[src/sv/crcflr_pkg.sv]
// ----------------------------------------------------------------------------
// crcflr_pkg
// Shared types, codes and the CRC-16/CCITT-FALSE byte update for the
// CRC-checked line frame receiver.
// ----------------------------------------------------------------------------
`default_nettype none

package crcflr_pkg;

  // Default line buffer size in bytes, including the leading '$'
  localparam int LINE_BYTES_DEF = 128;

  // Depth of the request queue between the parts of the block and of the result queue
  localparam int FIFO_DEPTH = 2;

  // CRC-16/CCITT-FALSE
  localparam logic [15:0] CRC_INIT = 16'hFFFF;
  localparam logic [15:0] CRC_POLY = 16'h1021;

  // Characters of interest
  localparam logic [7:0] CH_DOLLAR = 8'h24;
  localparam logic [7:0] CH_STAR   = 8'h2A;
  localparam logic [7:0] CH_LF     = 8'h0A;
  localparam logic [7:0] CH_CR     = 8'h0D;
  localparam logic [7:0] CH_L      = 8'h4C;
  localparam logic [7:0] CH_A      = 8'h41;
  localparam logic [7:0] CH_B      = 8'h42;
  localparam logic [7:0] CH_COMMA  = 8'h2C;

  // Result status codes
  typedef enum logic [1:0] {
    ST_IGNORED = 2'd0,
    ST_FRAME   = 2'd1,
    ST_ERROR   = 2'd2
  } status_t;

  // Sticky error codes
  typedef enum logic [1:0] {
    ERR_NONE   = 2'd0,
    ERR_LENGTH = 2'd1,
    ERR_SYNTAX = 2'd2,
    ERR_CRC    = 2'd3
  } err_t;

  // Classified received byte, passed from the front part to the back part
  typedef struct packed {
    logic [7:0] rx_byte;
    logic       is_lf;
    logic       is_dollar;
    logic       is_star;
    logic       is_cr;
    logic       hex_ok;
    logic [3:0] hex_val;
    logic [3:0] pfx_hit;   // bit k: byte equals character k of "LAB,"
  } class_t;

  // Advance the CRC by one byte, MSB first
  function automatic logic [15:0] crc16_byte(input logic [15:0] crc,
                                             input logic [7:0]  b);
    logic [15:0] c;
    c = crc ^ {b, 8'h00};
    for (int i = 0; i < 8; i++) begin
      if (c[15]) begin
        c = {c[14:0], 1'b0} ^ CRC_POLY;
      end else begin
        c = {c[14:0], 1'b0};
      end
    end
    return c;
  endfunction

endpackage

`default_nettype wire

[src/sv/crcflr_fifo.sv]
// ----------------------------------------------------------------------------
// crcflr_fifo
// Small flip-flop request queue with full and empty flags.
// ----------------------------------------------------------------------------
`default_nettype none

module crcflr_fifo #(
  parameter int WIDTH = 8,
  parameter int DEPTH = 2
) (
  input  wire logic             clk,
  input  wire logic             rst_n,
  input  wire logic             push,
  input  wire logic [WIDTH-1:0] wdata,
  output logic                  full,
  input  wire logic             pop,
  output logic [WIDTH-1:0]      rdata,
  output logic                  empty
);

  localparam int PW = (DEPTH > 1) ? $clog2(DEPTH) : 1;
  localparam int CW = $clog2(DEPTH + 1);
  localparam logic [PW-1:0] PTR_LAST = PW'(DEPTH - 1);
  localparam logic [CW-1:0] CNT_FULL = CW'(DEPTH);

  logic [WIDTH-1:0] mem_r [DEPTH];
  logic [PW-1:0]    wr_ptr_r, wr_ptr_nxt;
  logic [PW-1:0]    rd_ptr_r, rd_ptr_nxt;
  logic [CW-1:0]    count_r,  count_nxt;
  logic             do_push, do_pop;

  assign full    = (count_r == CNT_FULL);
  assign empty   = (count_r == '0);
  assign rdata   = mem_r[rd_ptr_r];
  assign do_push = push && !full;
  assign do_pop  = pop && !empty;

  // Advance pointers and count
  always_comb begin
    wr_ptr_nxt = wr_ptr_r;
    rd_ptr_nxt = rd_ptr_r;
    count_nxt  = count_r;
    if (do_push) begin
      wr_ptr_nxt = (wr_ptr_r == PTR_LAST) ? '0 : wr_ptr_r + 1'b1;
    end
    if (do_pop) begin
      rd_ptr_nxt = (rd_ptr_r == PTR_LAST) ? '0 : rd_ptr_r + 1'b1;
    end
    if (do_push && !do_pop) begin
      count_nxt = count_r + 1'b1;
    end else if (do_pop && !do_push) begin
      count_nxt = count_r - 1'b1;
    end
  end

  always_ff @(posedge clk) begin
    if (!rst_n) begin
      wr_ptr_r <= '0;
      rd_ptr_r <= '0;
      count_r  <= '0;
    end else begin
      wr_ptr_r <= wr_ptr_nxt;
      rd_ptr_r <= rd_ptr_nxt;
      count_r  <= count_nxt;
    end
  end

  // Store the pushed request
  always_ff @(posedge clk) begin
    if (do_push) begin
      mem_r[wr_ptr_r] <= wdata;
    end
  end

endmodule

`default_nettype wire

[src/sv/crcflr_front.sv]
// ----------------------------------------------------------------------------
// crcflr_front
// Classifies each received byte: framing characters, hex digit value and
// matches against the "LAB," prefix.
// ----------------------------------------------------------------------------
`default_nettype none

module crcflr_front (
  input  wire logic [7:0]          rx_byte,
  output crcflr_pkg::class_t       cls
);

  import crcflr_pkg::*;

  logic       is_num, is_upper, is_lower;
  logic [7:0] num_val, upper_val, lower_val;

  // Decode hex digit ranges
  assign is_num    = (rx_byte >= 8'h30) && (rx_byte <= 8'h39);
  assign is_upper  = (rx_byte >= 8'h41) && (rx_byte <= 8'h46);
  assign is_lower  = (rx_byte >= 8'h61) && (rx_byte <= 8'h66);
  assign num_val   = rx_byte - 8'h30;
  assign upper_val = rx_byte - 8'h37;
  assign lower_val = rx_byte - 8'h57;

  always_comb begin
    cls.rx_byte   = rx_byte;
    cls.is_lf     = (rx_byte == CH_LF);
    cls.is_dollar = (rx_byte == CH_DOLLAR);
    cls.is_star   = (rx_byte == CH_STAR);
    cls.is_cr     = (rx_byte == CH_CR);
    cls.hex_ok    = is_num || is_upper || is_lower;
    priority if (is_num) begin
      cls.hex_val = num_val[3:0];
    end else if (is_upper) begin
      cls.hex_val = upper_val[3:0];
    end else begin
      cls.hex_val = lower_val[3:0];
    end
    cls.pfx_hit = {rx_byte == CH_COMMA, rx_byte == CH_B,
                   rx_byte == CH_A,     rx_byte == CH_L};
  end

endmodule

`default_nettype wire

[src/sv/crcflr_back.sv]
// ----------------------------------------------------------------------------
// crcflr_back
// Runs the frame state: CRC accumulation, star capture, digit parsing, line
// length limit and the end-of-line check. Produces one result per byte.
// ----------------------------------------------------------------------------
`default_nettype none

module crcflr_back #(
  parameter int LINE_BYTES = crcflr_pkg::LINE_BYTES_DEF
) (
  input  wire logic                          clk,
  input  wire logic                          rst_n,
  input  wire logic                          cfg_we,
  input  wire logic                          cfg_data,
  input  wire logic                          req_empty,
  input  wire crcflr_pkg::class_t            req,
  output logic                               req_pop,
  input  wire logic                          res_full,
  output logic                               res_push,
  output crcflr_pkg::status_t                res_status,
  output crcflr_pkg::err_t                   res_err,
  output logic                               res_crc_ok,
  output logic [$clog2(LINE_BYTES)-1:0]      res_end
);

  import crcflr_pkg::*;

  localparam int CW = $clog2(LINE_BYTES);
  localparam logic [CW-1:0] CNT_MAX = CW'(LINE_BYTES - 1);
  localparam logic [CW-1:0] LEN_MIN = CW'(3);
  localparam logic [CW-1:0] LEN_PFX = CW'(5);
  localparam logic [CW-1:0] POS_PFX = CW'(4);

  logic          dev_mode_r;
  logic          in_frame_r,  in_frame_nxt;
  logic          skip_r,      skip_nxt;
  logic [CW-1:0] cnt_r,       cnt_nxt;
  logic [15:0]   crc_r,       crc_nxt;
  logic [15:0]   crc_star_r,  crc_star_nxt;
  logic [CW-1:0] star_pos_r,  star_pos_nxt;
  logic [2:0]    after_r,     after_nxt;
  logic [15:0]   rcv_crc_r,   rcv_crc_nxt;
  logic          dig_ok_r,    dig_ok_nxt;
  logic          last_cr_r,   last_cr_nxt;
  logic          pfx_ok_r,    pfx_ok_nxt;
  err_t          err_r,       err_nxt;
  logic          crc_ok_r,    crc_ok_nxt;

  logic          fire;
  logic          trim;
  logic [CW-1:0] len;
  logic [2:0]    after_eff;
  logic [CW-1:0] pos_m1;
  logic [15:0]   crc_upd;
  status_t       status;
  logic [CW-1:0] end_pos;

  assign fire     = !req_empty && !res_full;
  assign req_pop  = fire;
  assign res_push = fire;
  assign crc_upd  = crc16_byte(crc_r, req.rx_byte);
  assign pos_m1   = cnt_r - 1'b1;

  // Trim a trailing CR in device mode
  assign trim      = dev_mode_r && (cnt_r != '0) && last_cr_r;
  assign len       = cnt_r - CW'(trim);
  assign after_eff = (trim && (star_pos_r != '0) && (after_r != '0)) ?
                     after_r - 1'b1 : after_r;

  // Next state and result for one byte
  always_comb begin
    in_frame_nxt = in_frame_r;
    skip_nxt     = skip_r;
    cnt_nxt      = cnt_r;
    crc_nxt      = crc_r;
    crc_star_nxt = crc_star_r;
    star_pos_nxt = star_pos_r;
    after_nxt    = after_r;
    rcv_crc_nxt  = rcv_crc_r;
    dig_ok_nxt   = dig_ok_r;
    last_cr_nxt  = last_cr_r;
    pfx_ok_nxt   = pfx_ok_r;
    err_nxt      = err_r;
    crc_ok_nxt   = crc_ok_r;
    status       = ST_IGNORED;
    end_pos      = '0;

    if (!in_frame_r) begin
      // Outside a frame: wait for '$', skipping lines in device mode
      if (req.is_lf) begin
        cnt_nxt  = '0;
        skip_nxt = 1'b0;
      end else if (!skip_r) begin
        if (req.is_dollar) begin
          in_frame_nxt = 1'b1;
          cnt_nxt      = CW'(1);
          crc_nxt      = CRC_INIT;
          crc_star_nxt = CRC_INIT;
          star_pos_nxt = '0;
          after_nxt    = '0;
          rcv_crc_nxt  = '0;
          dig_ok_nxt   = 1'b1;
          last_cr_nxt  = 1'b0;
          pfx_ok_nxt   = 1'b1;
          crc_ok_nxt   = 1'b0;
          err_nxt      = ERR_NONE;
        end else if (dev_mode_r) begin
          skip_nxt = 1'b1;
        end
      end
    end else if (req.is_lf) begin
      // End of line: check the frame
      in_frame_nxt = 1'b0;
      cnt_nxt      = '0;
      if (len < LEN_MIN) begin
        status = ST_IGNORED;
      end else if (star_pos_r == '0) begin
        if (dev_mode_r) begin
          if ((len >= LEN_PFX) && pfx_ok_r) begin
            status  = ST_FRAME;
            end_pos = len;
          end else begin
            status  = ST_ERROR;
            err_nxt = ERR_SYNTAX;
          end
        end
      end else if ((after_eff < 3'd4) || !dig_ok_r) begin
        status  = ST_ERROR;
        err_nxt = ERR_SYNTAX;
      end else if (rcv_crc_r == crc_star_r) begin
        crc_ok_nxt = 1'b1;
        status     = ST_FRAME;
        end_pos    = star_pos_r;
      end else begin
        crc_ok_nxt = 1'b0;
        status     = ST_ERROR;
        err_nxt    = ERR_CRC;
      end
    end else if (cnt_r >= CNT_MAX) begin
      // Line too long: drop the frame
      in_frame_nxt = 1'b0;
      cnt_nxt      = '0;
      err_nxt      = ERR_LENGTH;
      status       = ST_ERROR;
      if (dev_mode_r) begin
        skip_nxt = 1'b1;
      end
    end else begin
      // Frame body byte
      if ((cnt_r != '0) && (cnt_r <= POS_PFX) && !req.pfx_hit[pos_m1[1:0]]) begin
        pfx_ok_nxt = 1'b0;
      end
      if (req.is_star) begin
        crc_star_nxt = crc_r;
        star_pos_nxt = cnt_r;
        after_nxt    = '0;
        rcv_crc_nxt  = '0;
        dig_ok_nxt   = 1'b1;
      end else if (star_pos_r != '0) begin
        if (after_r < 3'd4) begin
          if (!req.hex_ok) begin
            dig_ok_nxt = 1'b0;
          end else begin
            rcv_crc_nxt = {rcv_crc_r[11:0], req.hex_val};
          end
        end
        if (after_r != 3'd7) begin
          after_nxt = after_r + 1'b1;
        end
      end
      crc_nxt     = crc_upd;
      last_cr_nxt = req.is_cr;
      cnt_nxt     = cnt_r + 1'b1;
    end
  end

  assign res_status = status;
  assign res_err    = err_nxt;
  assign res_crc_ok = crc_ok_nxt;
  assign res_end    = end_pos;

  // Hold the mode register
  always_ff @(posedge clk) begin
    if (!rst_n) begin
      dev_mode_r <= 1'b0;
    end else if (cfg_we) begin
      dev_mode_r <= cfg_data;
    end
  end

  // Advance frame state on each consumed request
  always_ff @(posedge clk) begin
    if (!rst_n) begin
      in_frame_r <= 1'b0;
      skip_r     <= 1'b0;
      cnt_r      <= '0;
      crc_r      <= CRC_INIT;
      crc_star_r <= CRC_INIT;
      star_pos_r <= '0;
      after_r    <= '0;
      rcv_crc_r  <= '0;
      dig_ok_r   <= 1'b1;
      last_cr_r  <= 1'b0;
      pfx_ok_r   <= 1'b1;
      err_r      <= ERR_NONE;
      crc_ok_r   <= 1'b0;
    end else if (fire) begin
      in_frame_r <= in_frame_nxt;
      skip_r     <= skip_nxt;
      cnt_r      <= cnt_nxt;
      crc_r      <= crc_nxt;
      crc_star_r <= crc_star_nxt;
      star_pos_r <= star_pos_nxt;
      after_r    <= after_nxt;
      rcv_crc_r  <= rcv_crc_nxt;
      dig_ok_r   <= dig_ok_nxt;
      last_cr_r  <= last_cr_nxt;
      pfx_ok_r   <= pfx_ok_nxt;
      err_r      <= err_nxt;
      crc_ok_r   <= crc_ok_nxt;
    end
  end

endmodule

`default_nettype wire

[src/sv/crc_framed_line_receiver_unit.sv]
// ----------------------------------------------------------------------------
// crc_framed_line_receiver_unit
// Line frame receiver with CRC-16/CCITT-FALSE check on '$' ... '*hhhh' lines.
// ----------------------------------------------------------------------------
// Usage:
//   Input queue side: drive in_rx_byte and raise in_push; the byte is taken
//   on a clock edge where in_full is low. One result is made for every byte.
//   Result queue side: while out_empty is low the oldest result sits on
//   out_status, out_error_code, out_crc_ok and out_frame_end; raise out_pop
//   to take it.
//   Configuration: cfg_data sets device mode on an edge with cfg_valid high
//   (cfg_ready is always high). Write it only while no bytes are in flight.
// Timing:
//   A byte is classified and queued on acceptance, then processed by the frame
//   state, and its result is written to the result queue, whose head drives
//   the result ports. One byte per cycle is sustained while results are
//   popped; the combinational CRC byte update and frame state register set
//   that rate.
// Reset and stalls:
//   rst_n clears both queues, the frame state and device mode. When results
//   are not popped the result queue fills, the frame state stops, and then
//   the input queue fills and in_full rises; nothing is lost.
// ----------------------------------------------------------------------------
`default_nettype none

module crc_framed_line_receiver_unit #(
  parameter int LINE_BYTES = crcflr_pkg::LINE_BYTES_DEF
) (
  input  wire logic                          clk,
  input  wire logic                          rst_n,
  input  wire logic                          in_push,
  input  wire logic [7:0]                    in_rx_byte,
  output logic                               in_full,
  output logic                               out_empty,
  input  wire logic                          out_pop,
  output logic [1:0]                         out_status,
  output logic [1:0]                         out_error_code,
  output logic                               out_crc_ok,
  output logic [$clog2(LINE_BYTES)-1:0]      out_frame_end,
  input  wire logic                          cfg_valid,
  output logic                               cfg_ready,
  input  wire logic                          cfg_data
);

  import crcflr_pkg::*;

  localparam int CW = $clog2(LINE_BYTES);
  localparam int CLS_W = $bits(class_t);
  localparam int RES_W = 5 + CW;

  class_t            cls_in;
  class_t            cls_out;
  logic [CLS_W-1:0]  cls_rdata;
  logic              cls_empty;
  logic              cls_pop;

  status_t           res_status;
  err_t              res_err;
  logic              res_crc_ok;
  logic [CW-1:0]     res_end;
  logic              res_push;
  logic              res_full;
  logic [RES_W-1:0]  res_rdata;

  assign cfg_ready = 1'b1;

  // Classify incoming bytes
  crcflr_front u_front (
    .rx_byte (in_rx_byte),
    .cls     (cls_in)
  );

  // Queue classified requests
  crcflr_fifo #(
    .WIDTH (CLS_W),
    .DEPTH (FIFO_DEPTH)
  ) u_req_q (
    .clk   (clk),
    .rst_n (rst_n),
    .push  (in_push),
    .wdata (cls_in),
    .full  (in_full),
    .pop   (cls_pop),
    .rdata (cls_rdata),
    .empty (cls_empty)
  );

  assign cls_out = class_t'(cls_rdata);

  // Run frame state
  crcflr_back #(
    .LINE_BYTES (LINE_BYTES)
  ) u_back (
    .clk        (clk),
    .rst_n      (rst_n),
    .cfg_we     (cfg_valid && cfg_ready),
    .cfg_data   (cfg_data),
    .req_empty  (cls_empty),
    .req        (cls_out),
    .req_pop    (cls_pop),
    .res_full   (res_full),
    .res_push   (res_push),
    .res_status (res_status),
    .res_err    (res_err),
    .res_crc_ok (res_crc_ok),
    .res_end    (res_end)
  );

  // Queue results for the receiver
  crcflr_fifo #(
    .WIDTH (RES_W),
    .DEPTH (FIFO_DEPTH)
  ) u_res_q (
    .clk   (clk),
    .rst_n (rst_n),
    .push  (res_push),
    .wdata ({res_status, res_err, res_crc_ok, res_end}),
    .full  (res_full),
    .pop   (out_pop),
    .rdata (res_rdata),
    .empty (out_empty)
  );

  assign out_status     = res_rdata[RES_W-1 -: 2];
  assign out_error_code = res_rdata[RES_W-3 -: 2];
  assign out_crc_ok     = res_rdata[CW];
  assign out_frame_end  = res_rdata[CW-1:0];

endmodule

`default_nettype wire
[config.mk]
export PLATFORM = sky130hd
export DESIGN_NAME = crc_framed_line_receiver_unit
export DESIGN_NICKNAME = d
export VERILOG_FILES = /design/src/sv/crcflr_pkg.sv /design/src/sv/crcflr_fifo.sv /design/src/sv/crcflr_front.sv /design/src/sv/crcflr_back.sv /design/src/sv/crc_framed_line_receiver_unit.sv
export SDC_FILE = /design/constraint.sdc
export NUM_CORES = 1
export LEC_CHECK = 0
export ABC_AREA = 1
export ABC_CLOCK_PERIOD_IN_PS = 5300
export BUFFER_PORTS_ARGS = -buffer_cell sky130_fd_sc_hd__buf_4
export CORE_MARGIN = 2
export CORE_UTILIZATION = 30
export DETAILED_ROUTE_END_ITERATION = 8
export SLEW_MARGIN = 30
export SYNTH_ARGS = -nofsm -noshare
export SYNTH_HDL_FRONTEND = slang
export SYNTH_SLANG_ARGS = --single-unit
[constraint.sdc]
create_clock -name clk -period 5.3 [get_ports clk]
set_input_delay 0.795 -clock clk [delete_from_list [all_inputs] [get_ports clk]]
set_output_delay 0.795 -clock clk [all_outputs]
set_load 0.005 [all_outputs]
======== Word-level counts from Yosys, hierarchy flattened ========
Memories as Yosys holds them, arrays and structs flattened. A register that Yosys moved wholly into a read port is not among the register bits.
Cells that the tools add are included.
storage, ports and cells
  word-level logic and storage cells ...... 279
  flip-flop bits (word level) ............. 82
  output and inout port bits .............. 15
  RAM bits ................................ 66
  memories kept ........................... 2
  input port bits ......................... 14
memory list
  memory         depth  width  rd ports  clocked after Yosys merged registers in  wr ports  RTL line           RTL
  u_req_q.mem_r  2      21     1         1                                        1         crcflr_fifo.sv:26  logic [WIDTH-1:0] mem_r [DEPTH];
  u_res_q.mem_r  2      12     1         1                                        1         crcflr_fifo.sv:26
operators by class
  bitwise logic cells ..................... 10
  reduce and logical (&&, ||, !) cells .... 50
  multiplexer cells ....................... 143
  magnitude comparators ................... 13
  eq/ne operators ......................... 25
  add/subtract/negate cells ............... 16
operators with widths
  operator              number
  $mux W16              20
  $mux W7               21
  $mux W13              8
  $mux W1               56
  $mux W2               25
  $mux W3               10
  $eq A8 B6 Y1 const B  3
  $eq A8 B7 Y1 const B  3
  $not A3 Y3            8
  $logic_and A1 B1 Y1   19
  $eq A16 B16 Y1        1
  $eq A8 B4 Y1 const B  2
  $ge A8 B7 Y1 const B  2
  $le A8 B7 Y1 const B  2
  $reduce_and A8 Y1     2
  $xor A16 B16 Y16      1
  $ne A3 B3 Y1 const B  5
  $reduce_bool A7 Y1    2
  $reduce_and A6 Y1     2
  $logic_not A1 Y1      10
  $ne A2 B2 Y1 const B  5
  $ge A8 B6 Y1 const B  1
  $le A8 B6 Y1 const B  1
  $mux W4               2
  29 further kinds      46

======== Logic depth before layout (Yosys ltp) ========
Gate-level depths: netlist of run 1.
  depth in word-level cells ............... 20
  gate-level depth with buffers ........... 24
  gate-level depth less buffers ........... 24

======== Modules after synthesis ========
From an unflattened synthesis of run 1, not the netlist that was laid out.
unflattened totals
  cell total of the unflattened synthesis .. 851
  area total of the unflattened synthesis .. 7547.2 µm²
by module, submodules not included
  module                         cells each  sequential area each (µm²)  times used  area each (µm²)
  crcflr_back                    598         1481.4                      1           4260.3
  crcflr_fifo at u_req_q         103         1361.3                      1           1764.2
  crcflr_fifo at u_res_q         75          820.8                       1           1114.8
  crcflr_front                   73          0.0                         1           396.6
  crc_framed_line_receiver_unit  2           0.0                         1           11.3

======== Worst setup path before layout of run 1 ========
Ideal clock, no wire load.
  kind .................................... register to register
  from .................................... register u_back.cnt_r[0]
  to ...................................... memory u_res_q.mem_r[0][0] (netlist name) (data pin)
  data required time ...................... 5.027 ns
  path buffers ............................ 0
  setup slack ............................. 2.757 ns
  setup time .............................. 0.273 ns
  arrival time ............................ 2.270 ns
  stages on the path, launching flop included .. 17
  clock period less this slack ............ 2.543 ns
  path through ............................ dfxtp_1 -> inv_1 -> ha_1 -> nand3_1 -> inv_1 -> nor2_1 -> ha_1 -> ha_1 -> nand3_1 -> nand2_1 -> nand2_1 -> nor2_1 -> nand3_1 -> nand2_1 -> inv_1 -> nand4_1 -> o22ai_1
between the ends
  word-level cells in the longest chain between the ends .. 13
  elaborated cells on any way between the ends .. 19
  those cells by class .................... add/sub: 1; order compare: 3; mux: 8; reduce/logical: 7
RTL lines
  item                                                                    RTL line                             RTL
  start, declared                                                         crcflr_back.sv:37                    logic [CW-1:0] cnt_r, cnt_nxt;
  start signal, assigned                                                  crcflr_back.sv:210                   cnt_r <= cnt_nxt;
  parallel branches: the longest is 10 deep, another holds $sub A7 B1 Y7  n/a
  $mux W7 *                                                               crcflr_back.sv:115                   if (len < LEN_MIN) begin
  $mux W7 *                                                               crcflr_back.sv:111                   end else if (req.is_lf) begin
  $mux W7 *                                                               crcflr_back.sv:88                    if (!in_frame_r) begin
  via res_end[0]                                                          crc_framed_line_receiver_unit.sv:60  logic [CW-1:0] res_end;
  end, declared                                                           crcflr_fifo.sv:26
Mark *: on every way through the listed nets, which the timed path passes.

======== Worst setup path after layout of run 1 ========
  from .................................... register u_back.cnt_r[0]
  to ...................................... memory u_res_q.mem_r[1][2] (netlist name) (data pin)
The elaborated chain is that of the path after synthesis.

==> results of run 1 <==
## cells in the final DEF (no fill, tap or decap), types with 6 or more instances in the layout
cell,count
xnor2_1,13
a21oi_1,25
o22ai_1,11
nor3_1,8
xor2_1,23
nor2_1,70
dfxtp_1,84
o211ai_1,9
inv_1,78
nand4_1,8
ha_1,14
clkbuf_16,17
clkbuf_1,6
nand2_1,171
edfxtp_1,66
a211oi_2,14
buf_4,31
nand3_1,36
a21oi_2,6
o21ai_0,47
mux2_2,12
nand2_2,8
## critical path, stage by stage (launching register included)
cell     delay, ns
dfxtp_1       0.49
inv_1         0.16
ha_1          0.24
nand3_1       0.13
inv_1         0.07
nor2_1        0.10
ha_1          0.24
ha_1          0.23
xor2_1        0.27
a21oi_1       0.07
nand3_1       0.13
nand2_1       0.08
inv_1         0.09
nand4_1       0.29
o22ai_1       0.30
## final cells by class
class / instances / area [µm²] / share of cell area (%)
inverters: 83 / 319 / 3.89
flip-flops and latches: 150 / 3660 / 44.7
clock buffers: 24 / 462 / 5.63
well taps: 319 / 399 / 4.87
repair buffers: 31 / 233 / 2.84
multi-input cells: 519 / 3030 / 36.9
clock inverters: 8 / 98.8 / 1.21
## worst max path at each step
stage / endpoint / slack (ns) / depth (start not counted)
6_report: u_res_q.mem_r[1][2]$_DFFE_PP_ / 2.23 / 14
3_5_place_dp: u_res_q.mem_r[0][2]$_DFFE_PP_ / 2.26 / 17
3_3_place_gp: u_res_q.mem_r[0][2]$_DFFE_PP_ / 2.41 / 17
4_1_cts: u_res_q.mem_r[0][2]$_DFFE_PP_ / 2.25 / 17
2_1_floorplan: u_res_q.mem_r[0][0]$_DFFE_PP_ / 2.76 / 16
5_1_grt: u_res_q.mem_r[1][2]$_DFFE_PP_ / 1.86 / 17
## cells by family after synthesis
| logic type | Yosys count | share of synthesized area [%] |
|---|---|---|
| simple gates | 316 | 19.0 |
| flops | 150 | 51.0 |
| compound gates | 133 | 12.6 |
| buf+inv | 113 | 7.08 |
| xor+xnor | 43 | 5.97 |
| fa+ha+maj | 14 | 2.44 |
| mux | 12 | 1.88 |
| other cells | 1 | 0.0522 |
## through the flow
step	worst slack, ns	utilization, %
global route	1.86	34.9
detailed placement	2.26	32.6
CTS	2.25	34.9
global placement	2.41	32.5
finish	2.23	34.9
floorplan	2.76	-
## registers in the layout, summed over array words and instances, names as in the netlist, 3 cells and up, named ones only
name and cells:
u_back.after_r 3, u_back.cnt_r 7, u_back.crc_r 16, u_back.crc_star_r 16
u_back.rcv_crc_r 16, u_back.star_pos_r 7, u_req_q.mem_r 42, u_res_q.mem_r 24
## metal layers
metal / vias up / wire (µm) / global-route usage [%]
li1: 2647 / - / -
met1: 2312 / 7590 / 17.0
met2: 88 / 6300 / 18.3
met3: 22 / 456 / 2.22
met4: 0 / 262 / 4.71
met5: - / 0 / 0
## report_power, final
group	total [mW]	internal, mW	switching [mW]
logic	1.55	0.615	0.936
registers	1.75	1.53	0.215
clock network	1.16	0.704	0.454
total	4.46	2.85	1.60
==> results by group, run 1 <==
Clocking
  – # resized after CTS: 0
  – TritonCTS clock tree: done
  – Root Buffer: clkbuf_16
  – Reg clk slew, reported paths: 0.06 ns
  – Total CTS buffers: 17
  – Hold_buf cts: 0
  – Post-CTS setup buffer count: 0
  – Clk Latency, worst-skew pair: 0.43 ns
  – # clock sinks: 150
  – Longest Clk Path Bufs: 2
  – H-tree levels: 4

Flow run
  – Max-cap check violation count: 0

Route
  – Initial DRC count: 423
  – Final ANT Viol Nets: 0
  – Via density: 4.47
  – Drt first pass iters: 5
  – Vias: 5069
  – Detailed-route wire length per cell: 12.9 µm
  – DR DRC count: 0
  – DRT Wirelength: 14600 µm

Placement
  – Placer Congestion: 0.780
  – Inst Count DP: 1102
  – Dpl cell area: 7640 µm²
  – PortBufs: 27
  – DP HPWL: 10600 µm

Floorplanning
  – Initial Util: 30.6%
  – Die Ht: 159 µm
  – Die W: 159 µm
  – Core Area: 23500 µm²
  – Number of core rows: 56
  – I/O pins: 29
  – Die area: 25200 µm²

STA
  – Final Hold Slack: 0.460 ns
  – Crit path time final: 3.07 ns
  – Tightest Pin Transition: 0.698 ns
  – Setup_tns: 0 ns
  – # setup viols final: 0
  – Final Hold Fails: 0
  – Clk_skew: 0.0110 ns
  – Slew Viols, Final: 0
  – Relative slew slack: 53.4%
  – RSZ-0062 raised after global routing: false
  – Period utilization: 58.0%
  – Max Clock Freq: 325 MHz

GRT
  – First-pass GRT wire length: 24800 µm
  – Total track usage: 12.1%
  – Largest net degree at the start of global routing: 37
  – Vias in the first global route: 4885
  – Grt ovf: 0
  – Initial antenna violation count: 0

Synthesis
  – Post-synth top area cell: edfxtp_1
  – Cell Area, Synth: 7190 µm²
  – Main synth FF type: dfxtp_1
  – Post-Synthesis Cells: 782
  – Most frequent cells after synthesis: nand2_1, dfxtp_1, inv_1
  – Total of warnings raised by yosys: 0
  – Most frequent cell after synthesis: nand2_1
  – Unique masters post-synth: 50
  – Mean cell area of the mapped netlist: 9.19 µm²
  – Area share of the largest cell type after synthesis: 27.6%
  – Top cells by area, synth: edfxtp_1, dfxtp_1, nand2_1
  – Post-Syn Nets: 810
  – Seq cells post-synth: 150
  – EDFF count, synth: 66
  – Asr flop ratio synth: 0%
  – Sequential share of the synthesized area: 51.0%

Min path
  – WHS Path Cells: 1
  – HP Class: register to register
  – Hold Crit Start: u_req_q.rd_ptr_r$_SDFFE_PN0P_

Pwr
  – Tot Pwr: 4.46 mW
  – Leak: 3.23 nW
  – PD cells: 544 nW/µm²
  – Max VDD drop: 0.264 mV

Critical path
  – Arr. time, crit path: 3.30 ns
  – Crit Path Category: register to register
  – FF-to-FF End: u_res_q.mem_r[1][2]$_DFFE_PP_
  – Reg2Reg Depth: 14
  – CP Launch Point: u_back.cnt_r[0]$_SDFFE_PN0P_
  – R2R setup slack: 2.23 ns
  – Crit. End Element: register
  – Required time of the worst setup path: 5.53 ns
  – R2r startpoint: u_back.cnt_r[0]$_SDFFE_PN0P_
  – CP Launch Type: register
  – Max FO, Critical Path: 8

Final layout
  – Layout fillers: 2376
  – Non-filler cells, final: 1134
  – # diodes: 0
  – Design area: 8200 µm²
  – Final nets: 830
  – Area grow syn2layout: 14.1%
  – Proportion of layout cells with a drive suffix above 1: 15.2%

Outcome
  – Outcome: finished, final reports clean
(Power assumes the default switching activity.)
==> inputs of run 2 (changes only) <==
- ABC_CLOCK_PERIOD_IN_PS: 5300 -> 2600
- clock period: 5.3 -> 2.6 ns (I/O delays scaled with it)
==> results by group, run 2 (synthesis gave the netlist of run 1 again) <==
Outcome
  – Outcome: finished, final reports clean

Clocking
  – # clock sinks: 150 (unchanged)
  – H-tree levels: 4 (unchanged)
  – Clk Latency, worst-skew pair: 0.43 ns (about the same)
  – Total CTS buffers: 17 (unchanged)
  – Reg clk slew, reported paths: 0.07 ns (about the same)
  – Root Buffer: clkbuf_16
  – Hold_buf cts: 0 (unchanged)
  – Longest Clk Path Bufs: 2 (unchanged)
  – TritonCTS clock tree: done

Critical path
  – Top cell by count, worst path: nand2_1
  – CP Launch Type: register
  – Crit. End Element: register
  – Crit Path Category: register to register
  – Cells along the critical path: inv_1 -> ha_2 -> nand3_2 -> inv_2 -> nor2_2 -> ha_2 -> ha_4 -> nand2_1 -> inv_1 -> nand2_1 -> nand2_2 -> nor2_4 -> nand3_2 -> nand2_1 -> inv_2 -> nand4_1 -> buf_6 -> nand2_1
  – Arr. time, crit path: 2.54 ns (-0.76 ns)
  – Required time of the worst setup path: 2.77 ns (-2.76 ns)
  – Max FO, Critical Path: 5 (-3)
  – CP max stage cell: dfxtp_1
  – CP top delay family: simple AND/OR/NAND/NOR gates
  – Slowest stage delay, CP: 0.31 ns (-0.18 ns)
  – Critical path buffers and inverters: 5 (+2)

Route
  – Final ANT Viol Nets: 0 (unchanged)
  – Drt first pass iters: 4 (-1)
  – DR DRC count: 0 (unchanged)
  – Initial DRC count: 287 (-32%)
  – Detailed-route wire length per cell: 13.2 µm (+2.5%)
  – Via density: 4.49 (+0.53%)
  – DRT Wirelength: 15300 µm (+5.0%)
  – Vias: 5217 (+2.9%)

GRT
  – Grt ovf: 0 (unchanged)
  – Largest net degree at the start of global routing: 37 (unchanged)
  – Vias in the first global route: 5018 (+2.7%)
  – Initial antenna violation count: 0 (unchanged)
  – First-pass GRT wire length: 25200 µm (+1.8%)
  – Total track usage: 12.4% (+0.29 points)

Pwr
  – Max VDD drop: 0.577 mV (+120%)
  – Clk pwr share: 25.1% (-0.9 points)
  – Sw Pwr: 3.53 mW (+120%)
  – Sequential power share: 37.4% (-1.8 points)
  – Sw Share: 37.8% (+1.8 points)
  – Internal Power: 5.81 mW (+100%)
  – Leak: 3.41 nW (+5.6%)
  – Combinational Power Share: 37.5% (+2.7 points)
  – Tot Pwr: 9.33 mW (+110%)
  – PD cells: 1090 nW/µm² (+100%)

STA
  – Final Hold Fails: 0 (unchanged)
  – Crit path time final: 2.37 ns (-0.703 ns)
  – Slew Viols, Final: 0 (unchanged)
  – Period utilization: 91.2% (+33 points)
  – Slack of the critical path: 0.230 ns (-2.00 ns)
  – Setup_tns: 0 ns (unchanged)
  – Tightest Pin Transition: 0.572 ns (-0.126 ns)
  – Relative slew slack: 61.8% (+8.4 points)
  – Max Clock Freq: 422 MHz (+30%)
  – # setup viols final: 0 (unchanged)
  – Clk_skew: 0.00872 ns (-0.00223 ns)

Final layout
  – Area grow syn2layout: 18.9%
  – Most common library cell in the layout ignoring fill and taps: nand2_1
  – Final nets: 857 (+3.3%)
  – Layout fillers: 2359 (-0.72%)
  – Number of flip-flops in the largest register: 42 (unchanged)
  – Largest regs: u_req_q.mem_r (42), u_res_q.mem_r (24)
  – Proportion of layout cells with a drive suffix above 1: 21.5% (+6.3 points)
  – Most frequent cells in the layout: nand2_1, dfxtp_1, inv_1, nor2_1, edfxtp_1
  – # diodes: 0 (unchanged)
  – Top reg by flops: u_req_q.mem_r

Floorplanning
  – I/O pins: 29 (unchanged)
  – Initial Util: 30.6% (unchanged)
  – Number of core rows: 56 (unchanged)
  – Die Ht: 159 µm (unchanged)
  – Core Area: 23500 µm² (unchanged)
  – Die area: 25200 µm² (unchanged)
  – Die W: 159 µm (unchanged)

Placement
  – Pre-CTS WS: -0.112 ns (-2.37 ns)
  – DP HPWL: 10800 µm (+2.5%)
  – PortBufs: 27 (unchanged)
  – Placer Congestion: 0.817 (+4.7%)

Min path
  – HP Class: input port to register

Flow run
  – Max-cap check violation count: 0 (unchanged)
run 2: cell types whose count changed in the layout (fill, tap and decap cells not counted), moves of 5 or more:
cell      previous run  this run
nand2_1            171       166
buf_4               31        56
clkbuf_1             6         0
o22ai_2              0         6
o22ai_1             11         4
run 2: worst reg2reg max path: stages, from the launching register on:
cell and delay, ns:
dfxtp_1 0.31, inv_1 0.07, ha_2 0.18, nand3_2 0.08, inv_2 0.07, nor2_2 0.04
ha_2 0.19, ha_4 0.18, nand2_1 0.08, inv_1 0.05, nand2_1 0.07, nand2_2 0.07
nor2_4 0.12, nand3_2 0.10, nand2_1 0.10, inv_2 0.06, nand4_1 0.13, buf_6 0.16
nand2_1 0.07
run 2: final timing paths:
| kind | endpoint | start | slack [ns] | depth (start not counted) |
|---|---|---|---|---|
| hold / removal | u_back.dev_mode_r$_SDFFE_PN0P_ | cfg_valid | 0.15 | 2 |
| setup / recovery | u_res_q.mem_r[0][10]$_DFFE_PP_ | u_back.cnt_r[1]$_SDFFE_PN0P_ | 0.23 | 18 |
| setup reg to reg | u_res_q.mem_r[0][10]$_DFFE_PP_ | u_back.cnt_r[1]$_SDFFE_PN0P_ | 0.23 | 18 |
| hold reg to reg | u_back.star_pos_r[5]$_SDFFE_PN0P_ | u_back.star_pos_r[5]$_SDFFE_PN0P_ | 0.47 | 2 |
run 2: through the flow:
| stage | cell area, µm² | instances | util, % | hold WS [ns] |
|---|---|---|---|---|
| floorplan | 7190 | 782 | - | 0.426 |
| global placement | 7830 | 1127 | 33.4 | 0.435 |
| detailed placement | 7830 | 1127 | 33.4 | 0.443 |
| CTS | 8420 | 1161 | 35.9 | 0.132 |
| global route | 8540 | 1161 | 36.4 | 0.141 |
| finish | 8540 | 1161 | 36.4 | 0.145 |
run 2: layer usage:
metal / global-route usage (%) / routed length, µm
met5: 0 / 0
met2: 19.8 / 7090
met4: 4.71 / 251
met3: 2.66 / 430
met1: 16.3 / 7570
run 2: power groups by stage:
stage | clock [mW] | sequential, mW | combinational (mW)
after detailed placement | 0 | 3.54 | 3.46
after global routing | 2.50 | 3.57 | 3.93
after global placement | 0 | 3.53 | 3.40
after CTS | 2.40 | 3.49 | 3.47
after floorplan | 0 | 3.44 | 2.60
final | 2.35 | 3.49 | 3.50
run 2: final cells by class:
type | instances | area (µm²) | share of cell area [%]
Multi-Input combinational cell | 519 | 3150 | 36.8
Clock inverter | 15 | 138 | 1.61
Timing Repair Buffer | 58 | 452 | 5.29
Tap cell | 319 | 399 | 4.67
Inverter | 83 | 319 | 3.73
Clock buffer | 17 | 425 | 4.98
Sequential cell | 150 | 3660 | 42.9
run 2: timing repair:
| action | in CTS | in global routing |
|---|---|---|
| setup endpoints to repair | 16 | 27 |
| gates resized for setup | 1 | 32 |
| pin swaps | 1 | 8 |
| buffers inserted | 2 | 0 |
| cloned | 0 | 0 |
